## src/hw/rtl/cfr_pkg.sv

```systemverilog
// Shared types, codes and sizes for the chunked frame reassembler.
// Used by the front, queue, back, top level and checker; depends on nothing.
`default_nettype none

package cfr_pkg;

    // Largest frame the store holds, in bytes.
    localparam int MAX_FRAME = 65536;
    localparam int ADDR_W    = $clog2(MAX_FRAME);
    localparam int POS_W     = $clog2(MAX_FRAME + 1);
    localparam int COUNT_OUT_W = 17;
    localparam int STORE_W   = 9;

    localparam logic [31:0] HDR_MAGIC = 32'h31474D4A;
    localparam logic [16:0] HDR_BYTES = 17'd18;

    localparam logic [1:0] FN_HDR  = 2'd0;
    localparam logic [1:0] FN_PAY  = 2'd1;
    localparam logic [1:0] FN_READ = 2'd2;

    typedef enum logic [2:0] {
        STS_HDR_SAME = 3'd0,
        STS_HDR_NEW  = 3'd1,
        STS_HDR_REJ  = 3'd2,
        STS_STORED   = 3'd3,
        STS_DUP      = 3'd4,
        STS_DROP     = 3'd5,
        STS_READ     = 3'd6
    } status_e;

    typedef enum logic [2:0] {
        RSN_NONE     = 3'd0,
        RSN_SHORT    = 3'd1,
        RSN_MAGIC    = 3'd2,
        RSN_ZERO     = 3'd3,
        RSN_PKT      = 3'd4,
        RSN_SIZE     = 3'd5,
        RSN_BEYOND   = 3'd6
    } reason_e;

    typedef enum logic [2:0] {
        OP_NOP     = 3'd0,
        OP_HDR_BAD = 3'd1,
        OP_HDR_OK  = 3'd2,
        OP_PAY     = 3'd3,
        OP_READ    = 3'd4
    } op_e;

    typedef enum logic [1:0] {
        S_CLEAR    = 2'd0,
        S_IDLE     = 2'd1,
        S_PAY_WAIT = 2'd2,
        S_RD_WAIT  = 2'd3
    } state_e;

    // One classified item as it travels from the front to the back.
    typedef struct packed {
        op_e               op;
        reason_e           reason;
        logic [31:0]       frame_num;
        logic [POS_W-1:0]  fsize;
        logic [POS_W-1:0]  offset;
        logic [15:0]       csize;
        logic [7:0]        data;
        logic [ADDR_W-1:0] raddr;
        logic              raddr_ok;
    } cmd_t;

    // Handshake and status from the back to the queue and the top level.
    typedef struct packed {
        logic pop;
        logic init_busy;
    } back_stat_t;

    function automatic logic [COUNT_OUT_W-1:0] cnt_out(input logic [POS_W-1:0] v);
        logic [POS_W+COUNT_OUT_W-1:0] w;
        w = {{COUNT_OUT_W{1'b0}}, v};
        return w[COUNT_OUT_W-1:0];
    endfunction

endpackage

`default_nettype wire

```

## src/hw/rtl/cfr_front.sv

```systemverilog
// Front end: accepts an input beat and classifies it, running the header checks.
// Depends on cfr_pkg.
`default_nettype none

module cfr_front (
    input  wire logic        start,
    input  wire logic        busy,
    input  wire logic [1:0]  func,
    input  wire logic [15:0] packet_len,
    input  wire logic [31:0] magic_word,
    input  wire logic [31:0] frame_number,
    input  wire logic [31:0] frame_size,
    input  wire logic [31:0] chunk_offset,
    input  wire logic [15:0] chunk_size,
    input  wire logic [7:0]  payload_byte,
    input  wire logic [15:0] read_addr,
    output logic             push,
    output cfr_pkg::cmd_t    cmd
);

    logic [16:0] hdr_plus_chunk;
    logic [32:0] chunk_end;
    logic        size_bad;
    logic [cfr_pkg::ADDR_W+15:0] raddr_wide;
    cfr_pkg::reason_e reason;

    assign push = start && !busy;

    always_comb
    begin
        hdr_plus_chunk = cfr_pkg::HDR_BYTES + {1'b0, chunk_size};
        // The end of the chunk is formed one bit wider so it never wraps.
        chunk_end = {1'b0, chunk_offset} + {17'd0, chunk_size};
        size_bad = (frame_size == 32'd0) || ({1'b0, frame_size} > 33'(cfr_pkg::MAX_FRAME));

        if ({1'b0, packet_len} < cfr_pkg::HDR_BYTES)
            reason = cfr_pkg::RSN_SHORT;
        else if (magic_word != cfr_pkg::HDR_MAGIC)
            reason = cfr_pkg::RSN_MAGIC;
        else if (chunk_size == 16'd0)
            reason = cfr_pkg::RSN_ZERO;
        else if (hdr_plus_chunk > {1'b0, packet_len})
            reason = cfr_pkg::RSN_PKT;
        else if (size_bad)
            reason = cfr_pkg::RSN_SIZE;
        else if (chunk_end > {1'b0, frame_size})
            reason = cfr_pkg::RSN_BEYOND;
        else
            reason = cfr_pkg::RSN_NONE;

        raddr_wide = {{cfr_pkg::ADDR_W{1'b0}}, read_addr};

        cmd.reason    = cfr_pkg::RSN_NONE;
        cmd.frame_num = frame_number;
        cmd.fsize     = frame_size[cfr_pkg::POS_W-1:0];
        cmd.offset    = chunk_offset[cfr_pkg::POS_W-1:0];
        cmd.csize     = chunk_size;
        cmd.data      = payload_byte;
        cmd.raddr     = raddr_wide[cfr_pkg::ADDR_W-1:0];
        cmd.raddr_ok  = {16'd0, read_addr} < 32'(cfr_pkg::MAX_FRAME);

        case (func)
            cfr_pkg::FN_HDR:
            begin
                cmd.reason = reason;
                cmd.op = (reason == cfr_pkg::RSN_NONE) ? cfr_pkg::OP_HDR_OK
                                                       : cfr_pkg::OP_HDR_BAD;
            end
            cfr_pkg::FN_PAY:  cmd.op = cfr_pkg::OP_PAY;
            cfr_pkg::FN_READ: cmd.op = cfr_pkg::OP_READ;
            default:          cmd.op = cfr_pkg::OP_NOP;
        endcase
    end

endmodule

`default_nettype wire

```

## config.mk

```make
export PLATFORM = sky130hd
export DESIGN_NAME = cfr_front
export DESIGN_NICKNAME = d
export VERILOG_FILES = /design/src/hw/rtl/cfr_pkg.sv /design/src/hw/rtl/cfr_front.sv
export SDC_FILE = /design/constraint.sdc
export NUM_CORES = 1
export LEC_CHECK = 0
export ABC_AREA = 1
export ABC_CLOCK_PERIOD_IN_PS = 3330
export BUFFER_PORTS_ARGS = -buffer_cell sky130_fd_sc_hd__buf_2
export CAP_MARGIN = 40
export CORE_AREA = 2 2 118 120
export DETAILED_ROUTE_END_ITERATION = 12
export DIE_AREA = 0 0 120 122
export GPL_ROUTABILITY_DRIVEN = 0
export PLACE_DENSITY_LB_ADDON = 0.12
export SLEW_MARGIN = 30
export SYNTH_ARGS = -nofsm -noshare
export SYNTH_HDL_FRONTEND = slang
export SYNTH_SLANG_ARGS = --single-unit
```

## constraint.sdc

```tcl
create_clock -name vclk -period 3.33
set_clock_uncertainty 0.2 [all_clocks]
set_input_delay 0.333 -clock vclk [all_inputs]
set_output_delay 0.333 -clock vclk [all_outputs]
set_load 0.05 [all_outputs]
```

==> impl_metrics.ini <==
[floorplanning]
coreArea_um2 = 13500
die-area_um2 = 14640
rows = 43
die_x_um = 120
die_h_um = 122
initial_core_util_pct = 29.72
ioPinCount = 302

[setup_path]
path_cells = buf_2 > ha_1 > buf_4 > nand2_1 > nor2_2 > and3_1 > nand2_1 > nand2_4 > nand2_2 > nor2_2 > nand2_1 > xnor2_1 > ha_1 > nand2_1 > nor4_1 > nand4_1 > nand3_2 > nand2_2 > nand2_2 > nand4_1 > nand2_4 > buf_8
critPathMaxStageDelay_ps = 320
cp_num_buf_inv = 3
worstSetupPathType = primary input to primary output
cp.depth = 22
critPathMaxFanout = 6
cp_top_family = simple AND/OR/NAND/NOR gates
cp_data_required_time_ps = 2800
cpMaxStageDelayCell = ha_1
cpMostUsedCell = nand2_1
crit_path_end_kind = primary output
cp-start-kind = primary input
worstPathArrival_ps = 3530

[layout]
fin_cells = 1014
final_cell_area_um2 = 5588
seqCellArea_um2 = 0
seq_cells = 0
clock_buffers = 0
diodes = 0
final_layout_size_suffix_gt1_share_pct = 46.28
areaGrowthSynthToFinish_pct = 39.21
fin_nets = 1090
fin_util_pct = 41.38

[power_and_ir_drop]
leakagePower_nw = 3.226
vdd_drop_max_uv = 56.42
power_density_nw_per_um2 = 172.8

[hold_path]
hold_depth = 0
hold_class = primary input to primary output

[route]
vias = 4450
drc = 0
routed_wl_um = 12360
vias_per_cell = 4.389
wl_per_cell_um = 12.19
drt_iter0_drc = 99
ant_nets = 0
first_pass_iters = 4

[placement]
post-place-cells = 1004
dp_hpwl_um = 11250
io_buffers = 189
postPlaceCellArea_um2 = 5224

[synth]
avgSynthCellArea_um2 = 6.223
syn_inst = 645
synth_area_leaders = ha_1 (20%), buf_4 (20%), inv_1 (11%)
ys_warn_count = 0
yosysTopAreaCellShare_pct = 20.26
ys_types = 34
yosysTopAreaCell = ha_1
yosysSeqAreaShare_pct = 0
netlist_area_um2 = 4014
synthesis.nets = 899

[timing]
rsz0062_at_grt = true
finalCriticalPeriod_ps = 4068
setup_slack_ps = -737.9
hold_viol_final = 0
maxSlewViolCount = 0
setup_viol = 5
whs_ps = 466.0
max_freq_mhz = 245.8
fin_crit_sh_pct = 122.2

[global_routing]
grt_pass1_vias = 4140
track_usage_pct = 15.62
grt-ovfl-total = 0
grt_max_degree = 8
antenna_found_initial = 0
grt_pass1_wl_um = 18880

[clock_network]
hold_buffers = 0

[outcome]
failed_checks = negative setup slack
status = finished with violations

[run]
drv_cap = 0
==> Yosys cell counts, drive strengths merged <==
library cell and n:
a2111oi 1, a21boi 2, a21o 5, a21oi 33
a31oi 3, and3 2, buf 107, conb 1
fa 1, ha 65, inv 118, nand2 126
nand3 27, nand3b 8, nand4 15, nor2 45
nor3 18, nor4 14, o21a 1, o21ai 10
o22ai 2, or2 1, xnor2 12, xor2 28
==> stage by stage <==
step | setup TNS [ps] | setup WS [ps] | total power [mW]
3_5_place_dp | -4038 | -959.4 | 0.9047
4_1_cts | -2895 | -701.4 | 0.9499
2_1_floorplan | -929.1 | -268.4 | 0.7507
5_1_grt | -3960 | -982.8 | 1.073
3_3_place_gp | -3841 | -929.4 | 0.8986
6_report | -2825 | -737.9 | 0.9655
==> area by class of cell <==
class	count	area [µm²]
Timing Repair Buffer	296	1827
Inverter	118	442.9
Multi-Input combinational cell	420	3093
Fill cell	1462	7916
Tap cell	180	225.2
==> worst paths after layout <==
check / startpoint / to / slack, ps
max: chunk_size[14] / cmd[111] / -740
min: read_addr[11] / cmd[12] / 470
==> where the power goes <==
part           total (mW)  internal [mW]  switching, mW  leakage (nW)
sequential              0              0              0             0
clock                   0              0              0             0
combinational       0.965          0.417          0.549          3.23
==> metal layers <==
metal	vias to the layer above	GRT usage, %	part of all wire [%]
li1	2340	-	-
met1	1954	20.50	44
met2	142	28.52	49
met3	14	1.030	5.2
met4	0	2.353	1.5
met5	-	0	0
==> what timing repair did <==
item,CTS,global route
buffers inserted,6,5
resized for setup,42,31
endpoints found under the setup margin,5,5
cloned,0,0
pin swaps,19,29
==> kinds of logic after synthesis <==
kind of cell             Yosys count  share of synthesized area [%]
AO/OA/AOI/OAI                     57                          8.822
buffers and inverters            225                          31.05
XOR/XNOR                          40                          8.728
other                              1                        0.09343
adder cells (fa/ha/maj)           66                          20.76
AND/OR/NAND/NOR                  256                          30.55
==> cells in the final DEF, fill, tap and decap left out, drive strengths merged <==
cell     instances
and3             2
nand2          126
or2              1
xor2            28
buf            296
nand3b           8
inv            118
a21o             5
o21ai           10
ha              65
nor2            45
conb             1
nand4           15
xnor2           12
fa               1
a21boi           2
a2111oi          1
o22ai            2
nor3            18
a21oi           33
a31oi            3
nand3           27
o21a             1
nor4            14
(Power assumes the default switching activity.)
