<file path="config.mk">
export PLATFORM = sky130hd
export DESIGN_NAME = cfr_queue
export DESIGN_NICKNAME = d
export VERILOG_FILES = /design/src/hw/rtl/cfr_pkg.sv /design/src/hw/rtl/cfr_queue.sv
export SDC_FILE = /design/constraint.sdc
export NUM_CORES = 1
export LEC_CHECK = 0
export ABC_AREA = 0
export BUFFER_PORTS_ARGS = -buffer_cell sky130_fd_sc_hd__buf_2
export CAP_MARGIN = 20
export CORE_MARGIN = 5
export CORE_UTILIZATION = 47
export DETAILED_ROUTE_END_ITERATION = 10
export PLACE_DENSITY = 0.76
export SETUP_SLACK_MARGIN = 0.3
export SLEW_MARGIN = 20
export SYNTH_ARGS = -nofsm -noshare
export SYNTH_HDL_FRONTEND = slang
export SYNTH_SLANG_ARGS = --single-unit
export TNS_END_PERCENT = 10
</file>
<file path="constraint.sdc">
create_clock -name clk -period 5.59 [get_ports clk]
set_clock_uncertainty 0.05 [all_clocks]
set_input_delay 1.118 -clock clk [delete_from_list [all_inputs] [get_ports clk]]
set_output_delay 1.118 -clock clk [all_outputs]
set_load 0.01 [all_outputs]
</file>
<file path="src/hw/rtl/cfr_pkg.sv">
// Shared types, codes and sizes for the chunked frame reassembler.
// Used by the front, queue, back, top level and checker; depends on nothing.
`default_nettype none

package cfr_pkg;

    // Largest frame the store holds, in bytes.
    localparam int MAX_FRAME = 65536;
    localparam int ADDR_W    = $clog2(MAX_FRAME);
    localparam int POS_W     = $clog2(MAX_FRAME + 1);
    localparam int COUNT_OUT_W = 17;
    localparam int STORE_W   = 9;

    localparam logic [31:0] HDR_MAGIC = 32'h31474D4A;
    localparam logic [16:0] HDR_BYTES = 17'd18;

    localparam logic [1:0] FN_HDR  = 2'd0;
    localparam logic [1:0] FN_PAY  = 2'd1;
    localparam logic [1:0] FN_READ = 2'd2;

    typedef enum logic [2:0] {
        STS_HDR_SAME = 3'd0,
        STS_HDR_NEW  = 3'd1,
        STS_HDR_REJ  = 3'd2,
        STS_STORED   = 3'd3,
        STS_DUP      = 3'd4,
        STS_DROP     = 3'd5,
        STS_READ     = 3'd6
    } status_e;

    typedef enum logic [2:0] {
        RSN_NONE     = 3'd0,
        RSN_SHORT    = 3'd1,
        RSN_MAGIC    = 3'd2,
        RSN_ZERO     = 3'd3,
        RSN_PKT      = 3'd4,
        RSN_SIZE     = 3'd5,
        RSN_BEYOND   = 3'd6
    } reason_e;

    typedef enum logic [2:0] {
        OP_NOP     = 3'd0,
        OP_HDR_BAD = 3'd1,
        OP_HDR_OK  = 3'd2,
        OP_PAY     = 3'd3,
        OP_READ    = 3'd4
    } op_e;

    typedef enum logic [1:0] {
        S_CLEAR    = 2'd0,
        S_IDLE     = 2'd1,
        S_PAY_WAIT = 2'd2,
        S_RD_WAIT  = 2'd3
    } state_e;

    // One classified item as it travels from the front to the back.
    typedef struct packed {
        op_e               op;
        reason_e           reason;
        logic [31:0]       frame_num;
        logic [POS_W-1:0]  fsize;
        logic [POS_W-1:0]  offset;
        logic [15:0]       csize;
        logic [7:0]        data;
        logic [ADDR_W-1:0] raddr;
        logic              raddr_ok;
    } cmd_t;

    // Handshake and status from the back to the queue and the top level.
    typedef struct packed {
        logic pop;
        logic init_busy;
    } back_stat_t;

    function automatic logic [COUNT_OUT_W-1:0] cnt_out(input logic [POS_W-1:0] v);
        logic [POS_W+COUNT_OUT_W-1:0] w;
        w = {{COUNT_OUT_W{1'b0}}, v};
        return w[COUNT_OUT_W-1:0];
    endfunction

endpackage

`default_nettype wire

</file>
<file path="src/hw/rtl/cfr_queue.sv">
// Two-entry queue of classified items between the front and the back.
// Depends on cfr_pkg.
`default_nettype none

module cfr_queue (
    input  wire logic          clk,
    input  wire logic          rst_n,
    input  wire logic          push,
    input  cfr_pkg::cmd_t      cmd_in,
    input  wire logic          pop,
    output logic               valid,
    output logic               full,
    output cfr_pkg::cmd_t      cmd_out
);

    cfr_pkg::cmd_t entry_reg [2];
    logic       wr_ptr_reg;
    logic       wr_ptr_next;
    logic       rd_ptr_reg;
    logic       rd_ptr_next;
    logic [1:0] fill_reg;
    logic [1:0] fill_next;

    assign valid   = fill_reg != 2'd0;
    assign full    = fill_reg == 2'd2;
    assign cmd_out = entry_reg[rd_ptr_reg];

    always_comb
    begin
        wr_ptr_next = push ? !wr_ptr_reg : wr_ptr_reg;
        rd_ptr_next = pop ? !rd_ptr_reg : rd_ptr_reg;
        fill_next = fill_reg;
        if (push && !pop)
            fill_next = fill_reg + 2'd1;
        else if (pop && !push)
            fill_next = fill_reg - 2'd1;
    end

    always_ff @(posedge clk)
    begin
        if (push)
        begin
            entry_reg[wr_ptr_reg] <= cmd_in;
        end
    end

    always_ff @(posedge clk or negedge rst_n)
    begin
        if (!rst_n)
        begin
            wr_ptr_reg <= 1'b0;
            rd_ptr_reg <= 1'b0;
            fill_reg   <= 2'd0;
        end
        else
        begin
            wr_ptr_reg <= wr_ptr_next;
            rd_ptr_reg <= rd_ptr_next;
            fill_reg   <= fill_next;
        end
    end

endmodule

`default_nettype wire

</file>
==> summary.md <==
| Metric | Value |
|---|---|
| Status | `completed` |
| Synthesized netlist cell count | `between 300 and 400` |
| Dominant cell type by area after synthesis | `edfxtp_1` |
| RSZ-0062 raised after global routing | `no` |
| Psw | `between 1.5 and 2 mW` |
| Cell variety after synth | `15` |
| Initial DRC Count | `147` |
| Total congestion overflow | `0` |
| # setup viols final | `0` |
| # fillers | `1,331` |
| CTS tree | `built` |
| Sequential-to-total area share from yosys stat | `roughly four fifths` |
| Post-DP HPWL | `10,740 um` |
| Minimum hold slack | `~360 ps` |
| Post-route ant nets | `0` |
| Flop pwr share | `45.1%` |
| Global-route wire length before repair | `24,460 um` |
| Routed wl met3 | `approximately 1500 um` |
| Synth warnings | `0` |
| Final hold viol count | `0` |
| Worst Path Required | `4420 ps` |
| Number of synthesized flops with an enable pin | `226` |
| Largest register FFs | `226` |
| Combinational share of power | `27.8%` |
| Final count of pins violating max slew | `0` |
| Placer congestion estimate | `roughly 0.73` |
| Setup TNS | `0 ps` |
| DP Worst Slack | `2341 ps` |
| Clock transition at the registers of the reported paths | `approximately 60 ps` |
| DIE WIDTH | `145.2 um` |
| WP data arrival | `2560 ps` |
| Rows | `49` |
| Vias | `4,235` |
| Die Ht | `approximately 150 um` |
| Top cells by count, synth | `edfxtp_1, mux2_4, mux2_2, buf_6, buf_2` |
| Global Route Usage Sum | `14.34%` |
| Syn Area/Cell | `approximately 23 sq um` |
| VDD IR max | `between 0.3 and 0.4 mV` |
| Metal2 WL | `7967 um` |
| M1 WL | `6138 um` |
| Ys async rst share | `1.739%` |
| Int Pwr | `3.961 mW` |
| TritonCTS buffer count | `24` |
| DRT Wirelength | `15,900 um` |
| Worst setup SP type | `flop` |
| Max_cap viols | `0` |
| Clk sink count | `230` |
| # DRC | `0` |
| R2R depth | `2` |
| Final worst setup slack | `1858 ps` |
| CP Max Fanout | `61` |
| Vias in the first global route | `approximately 4,600` |
| Min cycle time layout | `3732 ps` |
| Slew margin rel. | `between 20% and 30%` |
| Synth top area share | `78.99%` |
| Post-DR vias/cell | `4.907` |
| Most common cell in the netlist | `edfxtp_1` |
| # Post-CTS Setup Buffers | `0` |
| CTS Hold Bufs | `0` |
| TritonRoute pass-1 iters | `6` |
| Hold/Removal Path Class | `in -> async` |
| Worst slew pin tran | `between 1000 and 1500 ps` |
| Initial antenna violation count | `3` |
| Finished Core Util | `between 50 and 60%` |
| P&R area growth vs syn | `24.92%` |
| Clock power share | `27.0%` |
| Endpoint type of the worst setup path | `primary output` |
| Post-layout net count | `between 700 and 800` |
| CTS Root Cell | `clkbuf_16` |
| Largest net degree at the start of global routing | `78` |
| Most used DFF post-synth | `edfxtp_1` |
| Boundary pin count | `232` |
| Power, Total | `5.467 mW` |
| H-Tree Depth | `1` |
| Layout cell share with drive strength beyond 1 | `roughly three fifths` |
| Final Cycle Share | `66.75%` |
| Static Leak | `4.210 nW` |
| #FFs+latches synth | `230` |
| Power Density | `509.4 nW/um^2` |
| Post-CTS resize count | `0` |
| Clock Path Buffers | `3` |
| Fmax achieved | `between 0.2 and 0.3 GHz` |
| Initial core utilization | `approximately 48%` |
| Core area | `17,960 sq um` |
| Sw Share | `27.54%` |
| Synth top area cells | `edfxtp_1, mux2_4, mux2_2` |
| Syn nets | `486` |
| Synthesized area | `8592 sq um` |
| Latest clock arrival within the worst-skew pair | `500 ps` |
| Die ar. | `~21,000 sq um` |
| Top Metal Used | `met5` |
| Routed WL per cell | `18.42 um` |
| Worst Setup Path Type | `reg -> out` |
| IO Port Bufs | `approximately 230` |
[routing by layer]
| layer | track usage [%] | up-vias |
|---|---|---|
| met1 | 17.65 | 2079 |
| met4 | 4.198 | 2 |
| li1 | - | 1962 |
| met3 | 5.582 | 21 |
| met2 | 23.69 | 171 |
| met5 | 0 | - |
[worst max-delay path, cell delays in order, from the launching register on]
cell and delay [ps]:
dfrtp_4 1010, buf_12 410, mux2_2 410, buf_2 150
[power by group through the flow]
stage / Sequential, mW / Combinational [mW] / Clock [mW]
floorplan: 2.41 / 1.13 / 0
global placement: 2.49 / 1.53 / 0
detailed placement: 2.51 / 1.56 / 0
CTS: 2.48 / 1.56 / 1.52
global route: 2.50 / 1.65 / 1.60
finish: 2.47 / 1.52 / 1.48
[stage by stage]
step	cells	cell area, sq um
2_1_floorplan	368	8594
3_3_place_gp	819	9985
3_5_place_dp	819	9985
4_1_cts	861	10730
5_1_grt	863	10730
6_report	863	10730
[cells in the final DEF, fill, tap and decap left out, types with 2 or more instances in the layout]
cell / instances
diode_2: 2
mux2_4: 60
buf_2: 231
buf_4: 2
bufinv_16: 2
xor2_1: 4
dfrtp_1: 3
clkbuf_16: 24
mux2_2: 53
edfxtp_1: 226
clkinvlp_4: 2
clkbuf_1: 6
clkinv_1: 5
clkinv_2: 2
buf_12: 2
[path summary, 6_finish.rpt]
check	startpoint	to	slack, ps
setup / recovery	rd_ptr_reg$_DFFE_PN0P_	cmd_out[111]	1860
hold / removal	rst_n	fill_reg[1]$_DFFE_PN0P_	360
setup reg to reg	wr_ptr_reg$_DFFE_PN0P_	entry_reg[1][45]$_DFFE_PP_	3200
hold reg to reg	fill_reg[1]$_DFFE_PN0P_	fill_reg[1]$_DFFE_PN0P_	440
max in group asynchronous	rst_n	rd_ptr_reg$_DFFE_PN0P_	4990
min in group clk	fill_reg[1]$_DFFE_PN0P_	fill_reg[1]$_DFFE_PN0P_	440
[logic make-up (layout without fill, tap and decap cells)]
family,Yosys count,in the layout,synth area share [%]
xor+xnor,5,5,0.5097
other cells,0,2,0
simple gates,5,5,0.3350
fa+ha+maj,1,1,0.1456
mux,113,113,17.43
buf+inv,14,278,1.427
flops,230,230,80.15
[area by class of cell]
cell class                      instances  area [sq um]  area share (%)
Sequential cell                       230          6890           64.20
Inverter                                1         3.754         0.03497
Clock buffer                           30         623.1           5.806
Tap cell                              229         286.5           2.670
Timing Repair Buffer                  235          1211           11.28
Antenna cell                            2         5.005         0.04663
Multi-Input combinational cell        124          1593           14.84
Clock inverter                         12         120.1           1.119
No activity file was read; power rests on OpenSTA's default activity.
